### src/rtl/wprq_pkg.sv
// ----------------------------------------------------------------------------
// wprq_pkg
// Shared types and constants of the weighted priority ready queue.
// ----------------------------------------------------------------------------
package wprq_pkg;

  localparam int NUM_PRIO    = 4;
  localparam int PRIO_W      = 2;
  localparam int REQ_PRIO_W  = 3;
  localparam int TASK_OUT_W  = 32;
  localparam int TOTAL_OUT_W = 7;
  localparam int WEIGHT_W    = 8;
  localparam int STATUS_W    = 2;
  localparam int CFG_ADDR_W  = 4;
  localparam int CFG_DATA_W  = 32;

  typedef logic [WEIGHT_W-1:0] weight_t;
  typedef logic [PRIO_W-1:0]   prio_t;

  // Weight reset values, priority 0 in the lowest slot.
  localparam weight_t [NUM_PRIO-1:0] WEIGHT_RESET = {8'd1, 8'd2, 8'd4, 8'd8};

  typedef enum logic {
    OP_PUSH = 1'b0,
    OP_POP  = 1'b1
  } op_t;

  typedef enum logic [STATUS_W-1:0] {
    STATUS_OK    = 2'd0,
    STATUS_FULL  = 2'd1,
    STATUS_EMPTY = 2'd2
  } status_t;

  typedef enum logic {
    FSM_IDLE = 1'b0,
    FSM_READ = 1'b1
  } fsm_t;

  // Outcome of the pop arbitration.
  typedef struct packed {
    logic  found;
    logic  restart;
    prio_t prio;
  } pick_t;

endpackage

### src/rtl/wprq_if.sv
// ----------------------------------------------------------------------------
// wprq_in_if / wprq_out_if
// Valid/ready channels carrying requests into and results out of the queue.
// ----------------------------------------------------------------------------
interface wprq_in_if;
  logic                                 valid;
  logic                                 ready;
  logic                                 operation;
  logic [wprq_pkg::REQ_PRIO_W-1:0]      priority_req;
  logic [wprq_pkg::TASK_OUT_W-1:0]      task_data;

  modport source (output valid, output operation, output priority_req,
                  output task_data, input ready);
  modport sink   (input valid, input operation, input priority_req,
                  input task_data, output ready);
endinterface

interface wprq_out_if;
  logic                                 valid;
  logic                                 ready;
  logic [wprq_pkg::STATUS_W-1:0]        status;
  logic [wprq_pkg::TASK_OUT_W-1:0]      task_out;
  logic [wprq_pkg::PRIO_W-1:0]          served_priority;
  logic [wprq_pkg::TOTAL_OUT_W-1:0]     total_count;

  modport source (output valid, output status, output task_out,
                  output served_priority, output total_count, input ready);
  modport sink   (input valid, input status, input task_out,
                  input served_priority, input total_count, output ready);
endinterface

### src/rtl/wprq_ram.sv
// ----------------------------------------------------------------------------
// wprq_ram
// Generic single-write, single-read synchronous RAM with registered read data.
// ----------------------------------------------------------------------------
module wprq_ram #(
  parameter int WIDTH = 32,
  parameter int DEPTH = 64
) (
  input  logic                     clk,
  input  logic                     we,
  input  logic [$clog2(DEPTH)-1:0] waddr,
  input  logic [WIDTH-1:0]         wdata,
  input  logic [$clog2(DEPTH)-1:0] raddr,
  output logic [WIDTH-1:0]         rdata
);

  logic [WIDTH-1:0] mem [DEPTH];

  always_ff @(posedge clk) begin
    if (we) begin
      mem[waddr] <= wdata;
    end
    rdata <= mem[raddr];
  end

endmodule

### src/rtl/wprq_pick.sv
// ----------------------------------------------------------------------------
// wprq_pick
// Pop arbitration: weighted scan over the four priorities with batch restart.
// ----------------------------------------------------------------------------
module wprq_pick (
  input  wprq_pkg::weight_t [wprq_pkg::NUM_PRIO-1:0] served_cnt,
  input  wprq_pkg::weight_t [wprq_pkg::NUM_PRIO-1:0] weight,
  input  logic [wprq_pkg::NUM_PRIO-1:0]              nonempty,
  output wprq_pkg::pick_t                            pick
);

  localparam int NUM_PRIO = wprq_pkg::NUM_PRIO;
  localparam int PRIO_W   = wprq_pkg::PRIO_W;

  logic [NUM_PRIO-1:0] qualify;
  logic                qual_any;
  logic [PRIO_W-1:0]   qual_prio;
  logic [PRIO_W-1:0]   first_prio;

  always_comb begin
    qual_prio  = '0;
    first_prio = '0;
    for (int q = 0; q < NUM_PRIO; q++) begin
      qualify[q] = nonempty[q] && (served_cnt[q] < weight[q]);
    end
    qual_any = |qualify;
    // Scan from the highest number down so that the lowest-numbered one wins.
    for (int q = NUM_PRIO - 1; q >= 0; q--) begin
      if (qualify[q]) begin
        qual_prio = PRIO_W'(q);
      end
      if (nonempty[q]) begin
        first_prio = PRIO_W'(q);
      end
    end
    pick.found   = |nonempty;
    pick.restart = !qual_any;
    pick.prio    = qual_any ? qual_prio : first_prio;
  end

endmodule

### src/rtl/weighted_priority_ready_queue.sv
// ----------------------------------------------------------------------------
// weighted_priority_ready_queue
// Four priority FIFOs of task words sharing one task memory, with a weighted
// pop and an APB-style port for the four weights.
// ----------------------------------------------------------------------------
// A push is decided in the cycle of its transfer; a pop also passes through the
// read state, because the task word leaves the synchronous task memory in the
// cycle after its address is presented. Each result then passes through a one-entry
// result stage into the output register, and the request port stays closed while
// the result stage is occupied or a pop read is under way. With the sink ready, the
// next request is taken only once the previous result has left the result stage.
// A stalled sink can hold one result in the output register and one in the result
// stage, after which further requests wait. Pointers, fill levels and served
// counters sit in flops; the task words are never cleared, since a slot is only
// read after it was written.
module weighted_priority_ready_queue #(
  parameter int QUEUE_DEPTH = 16,
  parameter int TASK_WIDTH  = 32
) (
  input  logic                                clk,
  input  logic                                rst_n,
  wprq_in_if.sink                             in_ch,
  wprq_out_if.source                          out_ch,
  input  logic                                cfg_psel,
  input  logic                                cfg_penable,
  input  logic                                cfg_pwrite,
  input  logic [wprq_pkg::CFG_ADDR_W-1:0]     cfg_paddr,
  input  logic [wprq_pkg::CFG_DATA_W-1:0]     cfg_pwdata,
  output logic [wprq_pkg::CFG_DATA_W-1:0]     cfg_prdata,
  output logic                                cfg_pready
);

  localparam int NUM_PRIO    = wprq_pkg::NUM_PRIO;
  localparam int PRIO_W      = wprq_pkg::PRIO_W;
  localparam int TASK_OUT_W  = wprq_pkg::TASK_OUT_W;
  localparam int TOTAL_OUT_W = wprq_pkg::TOTAL_OUT_W;
  localparam int CFG_DATA_W  = wprq_pkg::CFG_DATA_W;
  localparam int STATUS_W    = wprq_pkg::STATUS_W;
  localparam int PTR_W       = (QUEUE_DEPTH > 1) ? $clog2(QUEUE_DEPTH) : 1;
  localparam int FILL_W      = $clog2(QUEUE_DEPTH + 1);
  localparam int TOT_W       = $clog2(NUM_PRIO * QUEUE_DEPTH + 1);
  localparam int STORE_W     = (TASK_WIDTH < TASK_OUT_W) ? TASK_WIDTH : TASK_OUT_W;
  localparam int ADDR_W      = PRIO_W + PTR_W;
  localparam int RAM_DEPTH   = NUM_PRIO * (2 ** PTR_W);

  // State.
  wprq_pkg::fsm_t                              state_r, state_nxt;
  logic [PTR_W-1:0]                            rptr_r [NUM_PRIO];
  logic [PTR_W-1:0]                            rptr_nxt [NUM_PRIO];
  logic [PTR_W-1:0]                            wptr_r [NUM_PRIO];
  logic [PTR_W-1:0]                            wptr_nxt [NUM_PRIO];
  logic [FILL_W-1:0]                           fill_r [NUM_PRIO];
  logic [FILL_W-1:0]                           fill_nxt [NUM_PRIO];
  wprq_pkg::weight_t [NUM_PRIO-1:0]            cnt_r, cnt_nxt;
  wprq_pkg::weight_t [NUM_PRIO-1:0]            weight_r, weight_nxt;
  logic [TOT_W-1:0]                            total_r, total_nxt;

  // Result stage and output register.
  logic                                        pend_valid_r, pend_valid_nxt;
  logic [STATUS_W-1:0]                         pend_status_r, pend_status_nxt;
  logic [TASK_OUT_W-1:0]                       pend_task_r, pend_task_nxt;
  logic [PRIO_W-1:0]                           pend_served_r, pend_served_nxt;
  logic [TOTAL_OUT_W-1:0]                      pend_total_r, pend_total_nxt;
  logic                                        out_valid_r, out_valid_nxt;
  logic [STATUS_W-1:0]                         out_status_r, out_status_nxt;
  logic [TASK_OUT_W-1:0]                       out_task_r, out_task_nxt;
  logic [PRIO_W-1:0]                           out_served_r, out_served_nxt;
  logic [TOTAL_OUT_W-1:0]                      out_total_r, out_total_nxt;

  // Datapath.
  logic                                        in_ready;
  logic                                        accept;
  logic                                        cfg_write;
  logic [PRIO_W-1:0]                           cfg_index;
  logic [PRIO_W-1:0]                           push_prio;
  logic [NUM_PRIO-1:0]                         nonempty;
  wprq_pkg::pick_t                             pick;
  logic                                        ram_we;
  logic [ADDR_W-1:0]                           ram_waddr;
  logic [ADDR_W-1:0]                           ram_raddr;
  logic [STORE_W-1:0]                          ram_rdata;

  wprq_ram #(
    .WIDTH (STORE_W),
    .DEPTH (RAM_DEPTH)
  ) u_task_ram (
    .clk   (clk),
    .we    (ram_we),
    .waddr (ram_waddr),
    .wdata (in_ch.task_data[STORE_W-1:0]),
    .raddr (ram_raddr),
    .rdata (ram_rdata)
  );

  always_comb begin
    for (int q = 0; q < NUM_PRIO; q++) begin
      nonempty[q] = (fill_r[q] != '0);
    end
  end

  wprq_pick u_pick (
    .served_cnt (cnt_r),
    .weight     (weight_r),
    .nonempty   (nonempty),
    .pick       (pick)
  );

  assign cfg_pready = 1'b1;
  assign cfg_write  = cfg_psel && cfg_penable && cfg_pwrite;
  assign cfg_index  = cfg_paddr[PRIO_W+1:2];
  assign cfg_prdata = CFG_DATA_W'(weight_r[cfg_index]);

  // Priorities above three all go to queue three, the lowest priority.
  assign push_prio = in_ch.priority_req[PRIO_W] ? PRIO_W'(NUM_PRIO - 1)
                                                : in_ch.priority_req[PRIO_W-1:0];

  assign in_ready = (state_r == wprq_pkg::FSM_IDLE) && !pend_valid_r;
  assign accept   = in_ch.valid && in_ready;

  always_comb begin
    state_nxt       = state_r;
    rptr_nxt        = rptr_r;
    wptr_nxt        = wptr_r;
    fill_nxt        = fill_r;
    cnt_nxt         = cnt_r;
    weight_nxt      = weight_r;
    total_nxt       = total_r;
    pend_valid_nxt  = pend_valid_r;
    pend_status_nxt = pend_status_r;
    pend_task_nxt   = pend_task_r;
    pend_served_nxt = pend_served_r;
    pend_total_nxt  = pend_total_r;
    out_valid_nxt   = out_valid_r;
    out_status_nxt  = out_status_r;
    out_task_nxt    = out_task_r;
    out_served_nxt  = out_served_r;
    out_total_nxt   = out_total_r;
    ram_we          = 1'b0;
    ram_waddr       = {push_prio, wptr_r[push_prio]};
    ram_raddr       = {pick.prio, rptr_r[pick.prio]};

    if (cfg_write) begin
      weight_nxt[cfg_index] = cfg_pwdata[wprq_pkg::WEIGHT_W-1:0];
    end

    // Output side: retire a taken result, then refill from the result stage.
    if (out_valid_r && out_ch.ready) begin
      out_valid_nxt = 1'b0;
    end
    if (pend_valid_r && (!out_valid_r || out_ch.ready)) begin
      out_valid_nxt  = 1'b1;
      out_status_nxt = pend_status_r;
      out_task_nxt   = pend_task_r;
      out_served_nxt = pend_served_r;
      out_total_nxt  = pend_total_r;
      pend_valid_nxt = 1'b0;
    end

    case (state_r)
      wprq_pkg::FSM_IDLE: begin
        if (accept) begin
          pend_status_nxt = wprq_pkg::STATUS_OK;
          pend_task_nxt   = '0;
          pend_served_nxt = '0;
          if (in_ch.operation == wprq_pkg::OP_PUSH) begin
            pend_valid_nxt = 1'b1;
            if (fill_r[push_prio] == FILL_W'(QUEUE_DEPTH)) begin
              pend_status_nxt = wprq_pkg::STATUS_FULL;
            end else begin
              ram_we              = 1'b1;
              wptr_nxt[push_prio] = (wptr_r[push_prio] == PTR_W'(QUEUE_DEPTH - 1))
                                    ? '0 : wptr_r[push_prio] + PTR_W'(1);
              fill_nxt[push_prio] = fill_r[push_prio] + FILL_W'(1);
              total_nxt           = total_r + TOT_W'(1);
            end
          end else if (pick.found) begin
            // The task word arrives from memory next cycle.
            state_nxt            = wprq_pkg::FSM_READ;
            pend_served_nxt      = pick.prio;
            rptr_nxt[pick.prio]  = (rptr_r[pick.prio] == PTR_W'(QUEUE_DEPTH - 1))
                                   ? '0 : rptr_r[pick.prio] + PTR_W'(1);
            fill_nxt[pick.prio]  = fill_r[pick.prio] - FILL_W'(1);
            total_nxt            = total_r - TOT_W'(1);
            if (pick.restart) begin
              cnt_nxt            = '0;
              cnt_nxt[pick.prio] = wprq_pkg::WEIGHT_W'(1);
            end else begin
              cnt_nxt[pick.prio] = cnt_r[pick.prio] + wprq_pkg::WEIGHT_W'(1);
            end
          end else begin
            pend_valid_nxt  = 1'b1;
            pend_status_nxt = wprq_pkg::STATUS_EMPTY;
            cnt_nxt         = '0;
          end
          pend_total_nxt = TOTAL_OUT_W'(total_nxt);
        end
      end
      wprq_pkg::FSM_READ: begin
        pend_task_nxt  = TASK_OUT_W'(ram_rdata);
        pend_valid_nxt = 1'b1;
        state_nxt      = wprq_pkg::FSM_IDLE;
      end
      default: begin
        state_nxt = wprq_pkg::FSM_IDLE;
      end
    endcase
  end

  always_ff @(posedge clk) begin
    if (!rst_n) begin
      state_r      <= wprq_pkg::FSM_IDLE;
      cnt_r        <= '0;
      weight_r     <= wprq_pkg::WEIGHT_RESET;
      total_r      <= '0;
      pend_valid_r <= 1'b0;
      out_valid_r  <= 1'b0;
      for (int q = 0; q < NUM_PRIO; q++) begin
        rptr_r[q] <= '0;
        wptr_r[q] <= '0;
        fill_r[q] <= '0;
      end
    end else begin
      state_r      <= state_nxt;
      cnt_r        <= cnt_nxt;
      weight_r     <= weight_nxt;
      total_r      <= total_nxt;
      pend_valid_r <= pend_valid_nxt;
      out_valid_r  <= out_valid_nxt;
      rptr_r       <= rptr_nxt;
      wptr_r       <= wptr_nxt;
      fill_r       <= fill_nxt;
    end
  end

  always_ff @(posedge clk) begin
    pend_status_r <= pend_status_nxt;
    pend_task_r   <= pend_task_nxt;
    pend_served_r <= pend_served_nxt;
    pend_total_r  <= pend_total_nxt;
    out_status_r  <= out_status_nxt;
    out_task_r    <= out_task_nxt;
    out_served_r  <= out_served_nxt;
    out_total_r   <= out_total_nxt;
  end

  assign in_ch.ready            = in_ready;
  assign out_ch.valid           = out_valid_r;
  assign out_ch.status          = out_status_r;
  assign out_ch.task_out        = out_task_r;
  assign out_ch.served_priority = out_served_r;
  assign out_ch.total_count     = out_total_r;

endmodule

### src/flat_wrapper.sv
// flat-port wrapper written by rule: the top's interface ports become plain ports
module weighted_priority_ready_queue_flat 
#(
  parameter int QUEUE_DEPTH = 16,
  parameter int TASK_WIDTH  = 32
)
  (clk, rst_n, cfg_psel, cfg_penable, cfg_pwrite, cfg_paddr, cfg_pwdata, cfg_prdata, cfg_pready, in_ch_valid, in_ch_operation, in_ch_priority_req, in_ch_task_data, in_ch_ready, out_ch_valid, out_ch_status, out_ch_task_out, out_ch_served_priority, out_ch_total_count, out_ch_ready);
  wprq_in_if in_ch_i ();
  wprq_out_if out_ch_i ();
  input  logic clk;
  input  logic rst_n;
  input  logic cfg_psel;
  input  logic cfg_penable;
  input  logic cfg_pwrite;
  input  logic [wprq_pkg::CFG_ADDR_W-1:0] cfg_paddr;
  input  logic [wprq_pkg::CFG_DATA_W-1:0] cfg_pwdata;
  output logic [wprq_pkg::CFG_DATA_W-1:0] cfg_prdata;
  output logic cfg_pready;
  input wire logic [$bits(in_ch_i.valid)-1:0] in_ch_valid;
  input wire logic [$bits(in_ch_i.operation)-1:0] in_ch_operation;
  input wire logic [$bits(in_ch_i.priority_req)-1:0] in_ch_priority_req;
  input wire logic [$bits(in_ch_i.task_data)-1:0] in_ch_task_data;
  output wire logic [$bits(in_ch_i.ready)-1:0] in_ch_ready;
  output wire logic [$bits(out_ch_i.valid)-1:0] out_ch_valid;
  output wire logic [$bits(out_ch_i.status)-1:0] out_ch_status;
  output wire logic [$bits(out_ch_i.task_out)-1:0] out_ch_task_out;
  output wire logic [$bits(out_ch_i.served_priority)-1:0] out_ch_served_priority;
  output wire logic [$bits(out_ch_i.total_count)-1:0] out_ch_total_count;
  input wire logic [$bits(out_ch_i.ready)-1:0] out_ch_ready;
  assign in_ch_i.valid = in_ch_valid;
  assign in_ch_i.operation = in_ch_operation;
  assign in_ch_i.priority_req = in_ch_priority_req;
  assign in_ch_i.task_data = in_ch_task_data;
  assign in_ch_ready = in_ch_i.ready;
  assign out_ch_valid = out_ch_i.valid;
  assign out_ch_status = out_ch_i.status;
  assign out_ch_task_out = out_ch_i.task_out;
  assign out_ch_served_priority = out_ch_i.served_priority;
  assign out_ch_total_count = out_ch_i.total_count;
  assign out_ch_i.ready = out_ch_ready;
  weighted_priority_ready_queue #(.QUEUE_DEPTH(QUEUE_DEPTH), .TASK_WIDTH(TASK_WIDTH)) u_core (.clk(clk), .rst_n(rst_n), .in_ch(in_ch_i), .out_ch(out_ch_i), .cfg_psel(cfg_psel), .cfg_penable(cfg_penable), .cfg_pwrite(cfg_pwrite), .cfg_paddr(cfg_paddr), .cfg_pwdata(cfg_pwdata), .cfg_prdata(cfg_prdata), .cfg_pready(cfg_pready));
endmodule
### config.mk
export PLATFORM = sky130hd
export DESIGN_NAME = weighted_priority_ready_queue_flat
export DESIGN_NICKNAME = d
export VERILOG_FILES = /design/src/rtl/wprq_pkg.sv /design/src/rtl/wprq_if.sv /design/src/rtl/wprq_ram.sv /design/src/rtl/wprq_pick.sv /design/src/rtl/weighted_priority_ready_queue.sv /design/src/flat_wrapper.sv
export SDC_FILE = /design/constraint.sdc
export NUM_CORES = 2
export LEC_CHECK = 0
export BUFFER_PORTS_ARGS = -buffer_cell sky130_fd_sc_hd__buf_2
export CORE_MARGIN = 2
export CORE_UTILIZATION = 40
export CTS_CLUSTER_SIZE = 25
export DETAILED_ROUTE_END_ITERATION = 8
export PLACE_DENSITY_LB_ADDON = 0.3
export SLEW_MARGIN = 25
export SYNTH_ARGS = -nofsm -noshare
export SYNTH_HDL_FRONTEND = slang
export SYNTH_SLANG_ARGS = --single-unit
### constraint.sdc
create_clock -name clk -period 11.85 [get_ports clk]
set_input_delay 2.37 -clock clk [delete_from_list [all_inputs] [get_ports clk]]
set_output_delay 2.37 -clock clk [all_outputs]
set_load 0.01 [all_outputs]
==> out/qor.csv <==
metric;value;unit
Routed wire per std cell;28.2;um
FF+latch count, synth;2292;
Mean Syn Cell Area;14.1;um2
slowest CP cell;o2bb2ai_2;
post-CTS sizing;0;
RSZ-0062 raised after global routing;false;
most common cell in the synthesized netlist;edfxtp_1;
starting DRC count in detailed routing;7757;
# clock sinks;2292;
DRT Pass-1 Iters;7;
period utilization;58.6;%
CTS H-tree lvls;4;
Crit Path Category;register to register;
routability cong.;0.839;
number of hold violations in the final report;0;
die width;483;um
Root Buffer;clkbuf_16;
Antenna Violating Nets Remaining;0;
cell count after synthesis;6505;
Worst Path Required;12.47;ns
count of different cell masters after synthesis;71;
Setup crit start kind;register;
Die Ht;483;um
largest net degree at the start of global routing;208;
# setup viols final;0;
Final nets;6609;
xor/xnor cell area share of the yosys netlist;0.200;%
critical-path maximum fanout;69;
adder-cell share of the synthesized area;0.491;%
grt ovf;0;
crit path capture type;register;
Worst Hold Class;register to register;
CTS buffer count;222;
via-per-instance ratio;6.03;
DRC Markers;0;
worst-margin pin slew;1.20;ns
first-pass GRT wire length;391000;um
Compound-Gate Fraction of Synth Area;11.6;%
dpl hpwl;140000;um
outcome;finished clean;
CTS clock-pin slew for the worst setup and hold paths;0.06;ns
mapped cell area;91800;um2
Worst Path Arrival;7.56;ns
Total Die Area;233000;um2
Rows;175;
Initial Utilization;40.3;%
multiplexer area fraction after synthesis;1.08;%
Area contributors post-synth;edfxtp_1 (70%), and3_1 (4.4%), a211oi_1 (4.3%), nand2_1 (3.5%), dfxtp_1 (3.4%);
Worst path max stage delay;0.83;ns
Area Overhead vs Synth;12.3;%
main combinational cell family by area after synthesis;compound AO/OA/AOI/OAI gates;
TNS Setup;0;ns
most frequent CP cell;buf_4;
initial antenna violation count;25;
Detailed Route WL;273000;um
Main synth FF type;edfxtp_1;
TritonCTS clock tree;done;
Post-synth EDFFs;2134;
vias in the first global route;55600;
reg-to-reg setup timing slack;4.90;ns
buffer and inverter count on the worst path;4;
crit path time final;6.95;ns
MaxCap Viol Count;0;
clk buf depth;3;
Synth top cells by count;edfxtp_1 (2134), nand2_1 (859), and3_1 (640), a211oi_1 (525), clkbuf_1 (379);
Seq/Total Area, Yosys;73.3;%
Worst Skew;0.0365;ns
largest area contributor in the netlist;edfxtp_1;
CP Cell Sequence;inv_1, ha_1, or3b_2, o2111ai_1, a31oi_1, o2bb2ai_2, o21ai_1, o311ai_4, buf_4, nand2_8, nor2_4, buf_4, buf_4, nand3_1, a32oi_1, nand4_1;
via count;58500;
fmax;144;MHz
Worst slew margin;20.1;%
post-CTS setup buffers;0;
Pins Over Slew Limit;0;
GRT Total Usage;22.6;%
share of the synthesized area in the top cell type;69.8;%
core region area;228000;um2
worst skew pair latency;0.87;ns
FFs w/ async S/R, synth;0;%
Post-Synth Simple-Gate Area;10.6;%
Hold Buf Count CTS;0;
Port Buffers;105;
layout cells sized above 1;10.5;%
Synthesis Warnings;0;
io pins;157;
Worst path top cell family by delay;compound AO/OA/AOI/OAI gates;
==> layout by cell type, fill, tap and decap left out, types with 136 or more instances in the layout <==
cell and n:
edfxtp_1 2134, nand2_1 855, and3_1 640, a211oi_1 525, o21ai_0 278, clkbuf_16 225
nand3_1 169, buf_4 167, dfxtp_1 158, a31oi_1 136
==> path summary, 6_finish.rpt <==
path / depth (start not counted) / end / startpoint
worst max-delay path: 16 / u_core.u_task_ram.rdata[22]$_DFF_P_ / u_core.weight_r[9]$_SDFFE_PN0P_
worst min-delay path: 0 / u_core.out_ch.task_out[11]$_DFFE_PP_ / u_core.pend_task_r[11]$_SDFFCE_PN0P_
worst max register to register: 16 / u_core.u_task_ram.rdata[22]$_DFF_P_ / u_core.weight_r[9]$_SDFFE_PN0P_
worst min register to register: 0 / u_core.out_ch.task_out[11]$_DFFE_PP_ / u_core.pend_task_r[11]$_SDFFCE_PN0P_
==> cell families (layout without fill, tap and decap cells) <==
family	count (synthesis)	count (layout)
AO/OA/AOI/OAI	1471	1471
adder cells (fa/ha/maj)	36	36
multiplexers	87	87
AND/OR/NAND/NOR	2002	2002
XOR/XNOR	21	21
buffers and inverters	594	741
other	2	31
flip-flops	2292	2292
==> state kept, by name, indices dropped and copies added (netlist names), 7 cells and up <==
register and count:
u_core.fill_r 20, u_core.out_ch.task_out 32, u_core.wptr_r 16, u_core.u_task_ram.mem 2048, u_core.rptr_r 16, u_core.weight_r 32
u_core.pend_task_r 32, u_core.out_ch.total_count 7, u_core.cnt_r 32, u_core.total_r 7, u_core.pend_total_r 7, u_core.u_task_ram.rdata 32
==> layer usage <==
| metal | track usage [%] | vias up | part of all wire [%] |
|---|---|---|---|
| li1 | - | 25400 | - |
| met1 | 32.1 | 29700 | 42 |
| met2 | 35.1 | 2918 | 45 |
| met3 | 4.63 | 422 | 10 |
| met4 | 7.02 | 16 | 3.0 |
| met5 | 0 | - | 0.041 |
==> layout make-up <==
type	instances	area, um2
clock buffers	292	5930
repair buffers	286	2060
inverters	50	195
flip-flops and latches	2292	67200
fillers	20000	125000
well taps	3009	3760
clock inverters	113	1170
multi-input cells	3642	22700
diodes	6	15.0
==> metrics by stage <==
stage | cell area [um2] | worst slack [ns] | util (%) | hold slack, ns | instances
after floorplan | 91900 | 5.59 | - | 0.400 | 6528
after global placement | 95900 | 5.11 | 42.1 | 0.403 | 9271
after detailed placement | 95900 | 5.03 | 42.1 | 0.405 | 9276
after CTS | 103000 | 5.11 | 45.2 | 0.420 | 9681
after global routing | 103000 | 4.77 | 45.2 | 0.427 | 9685
final | 103000 | 4.90 | 45.3 | 0.418 | 9690
Power is left out: the tool's default activity adds up to more than one toggle a clock period on the data nets, which glitch-free logic cannot reach.
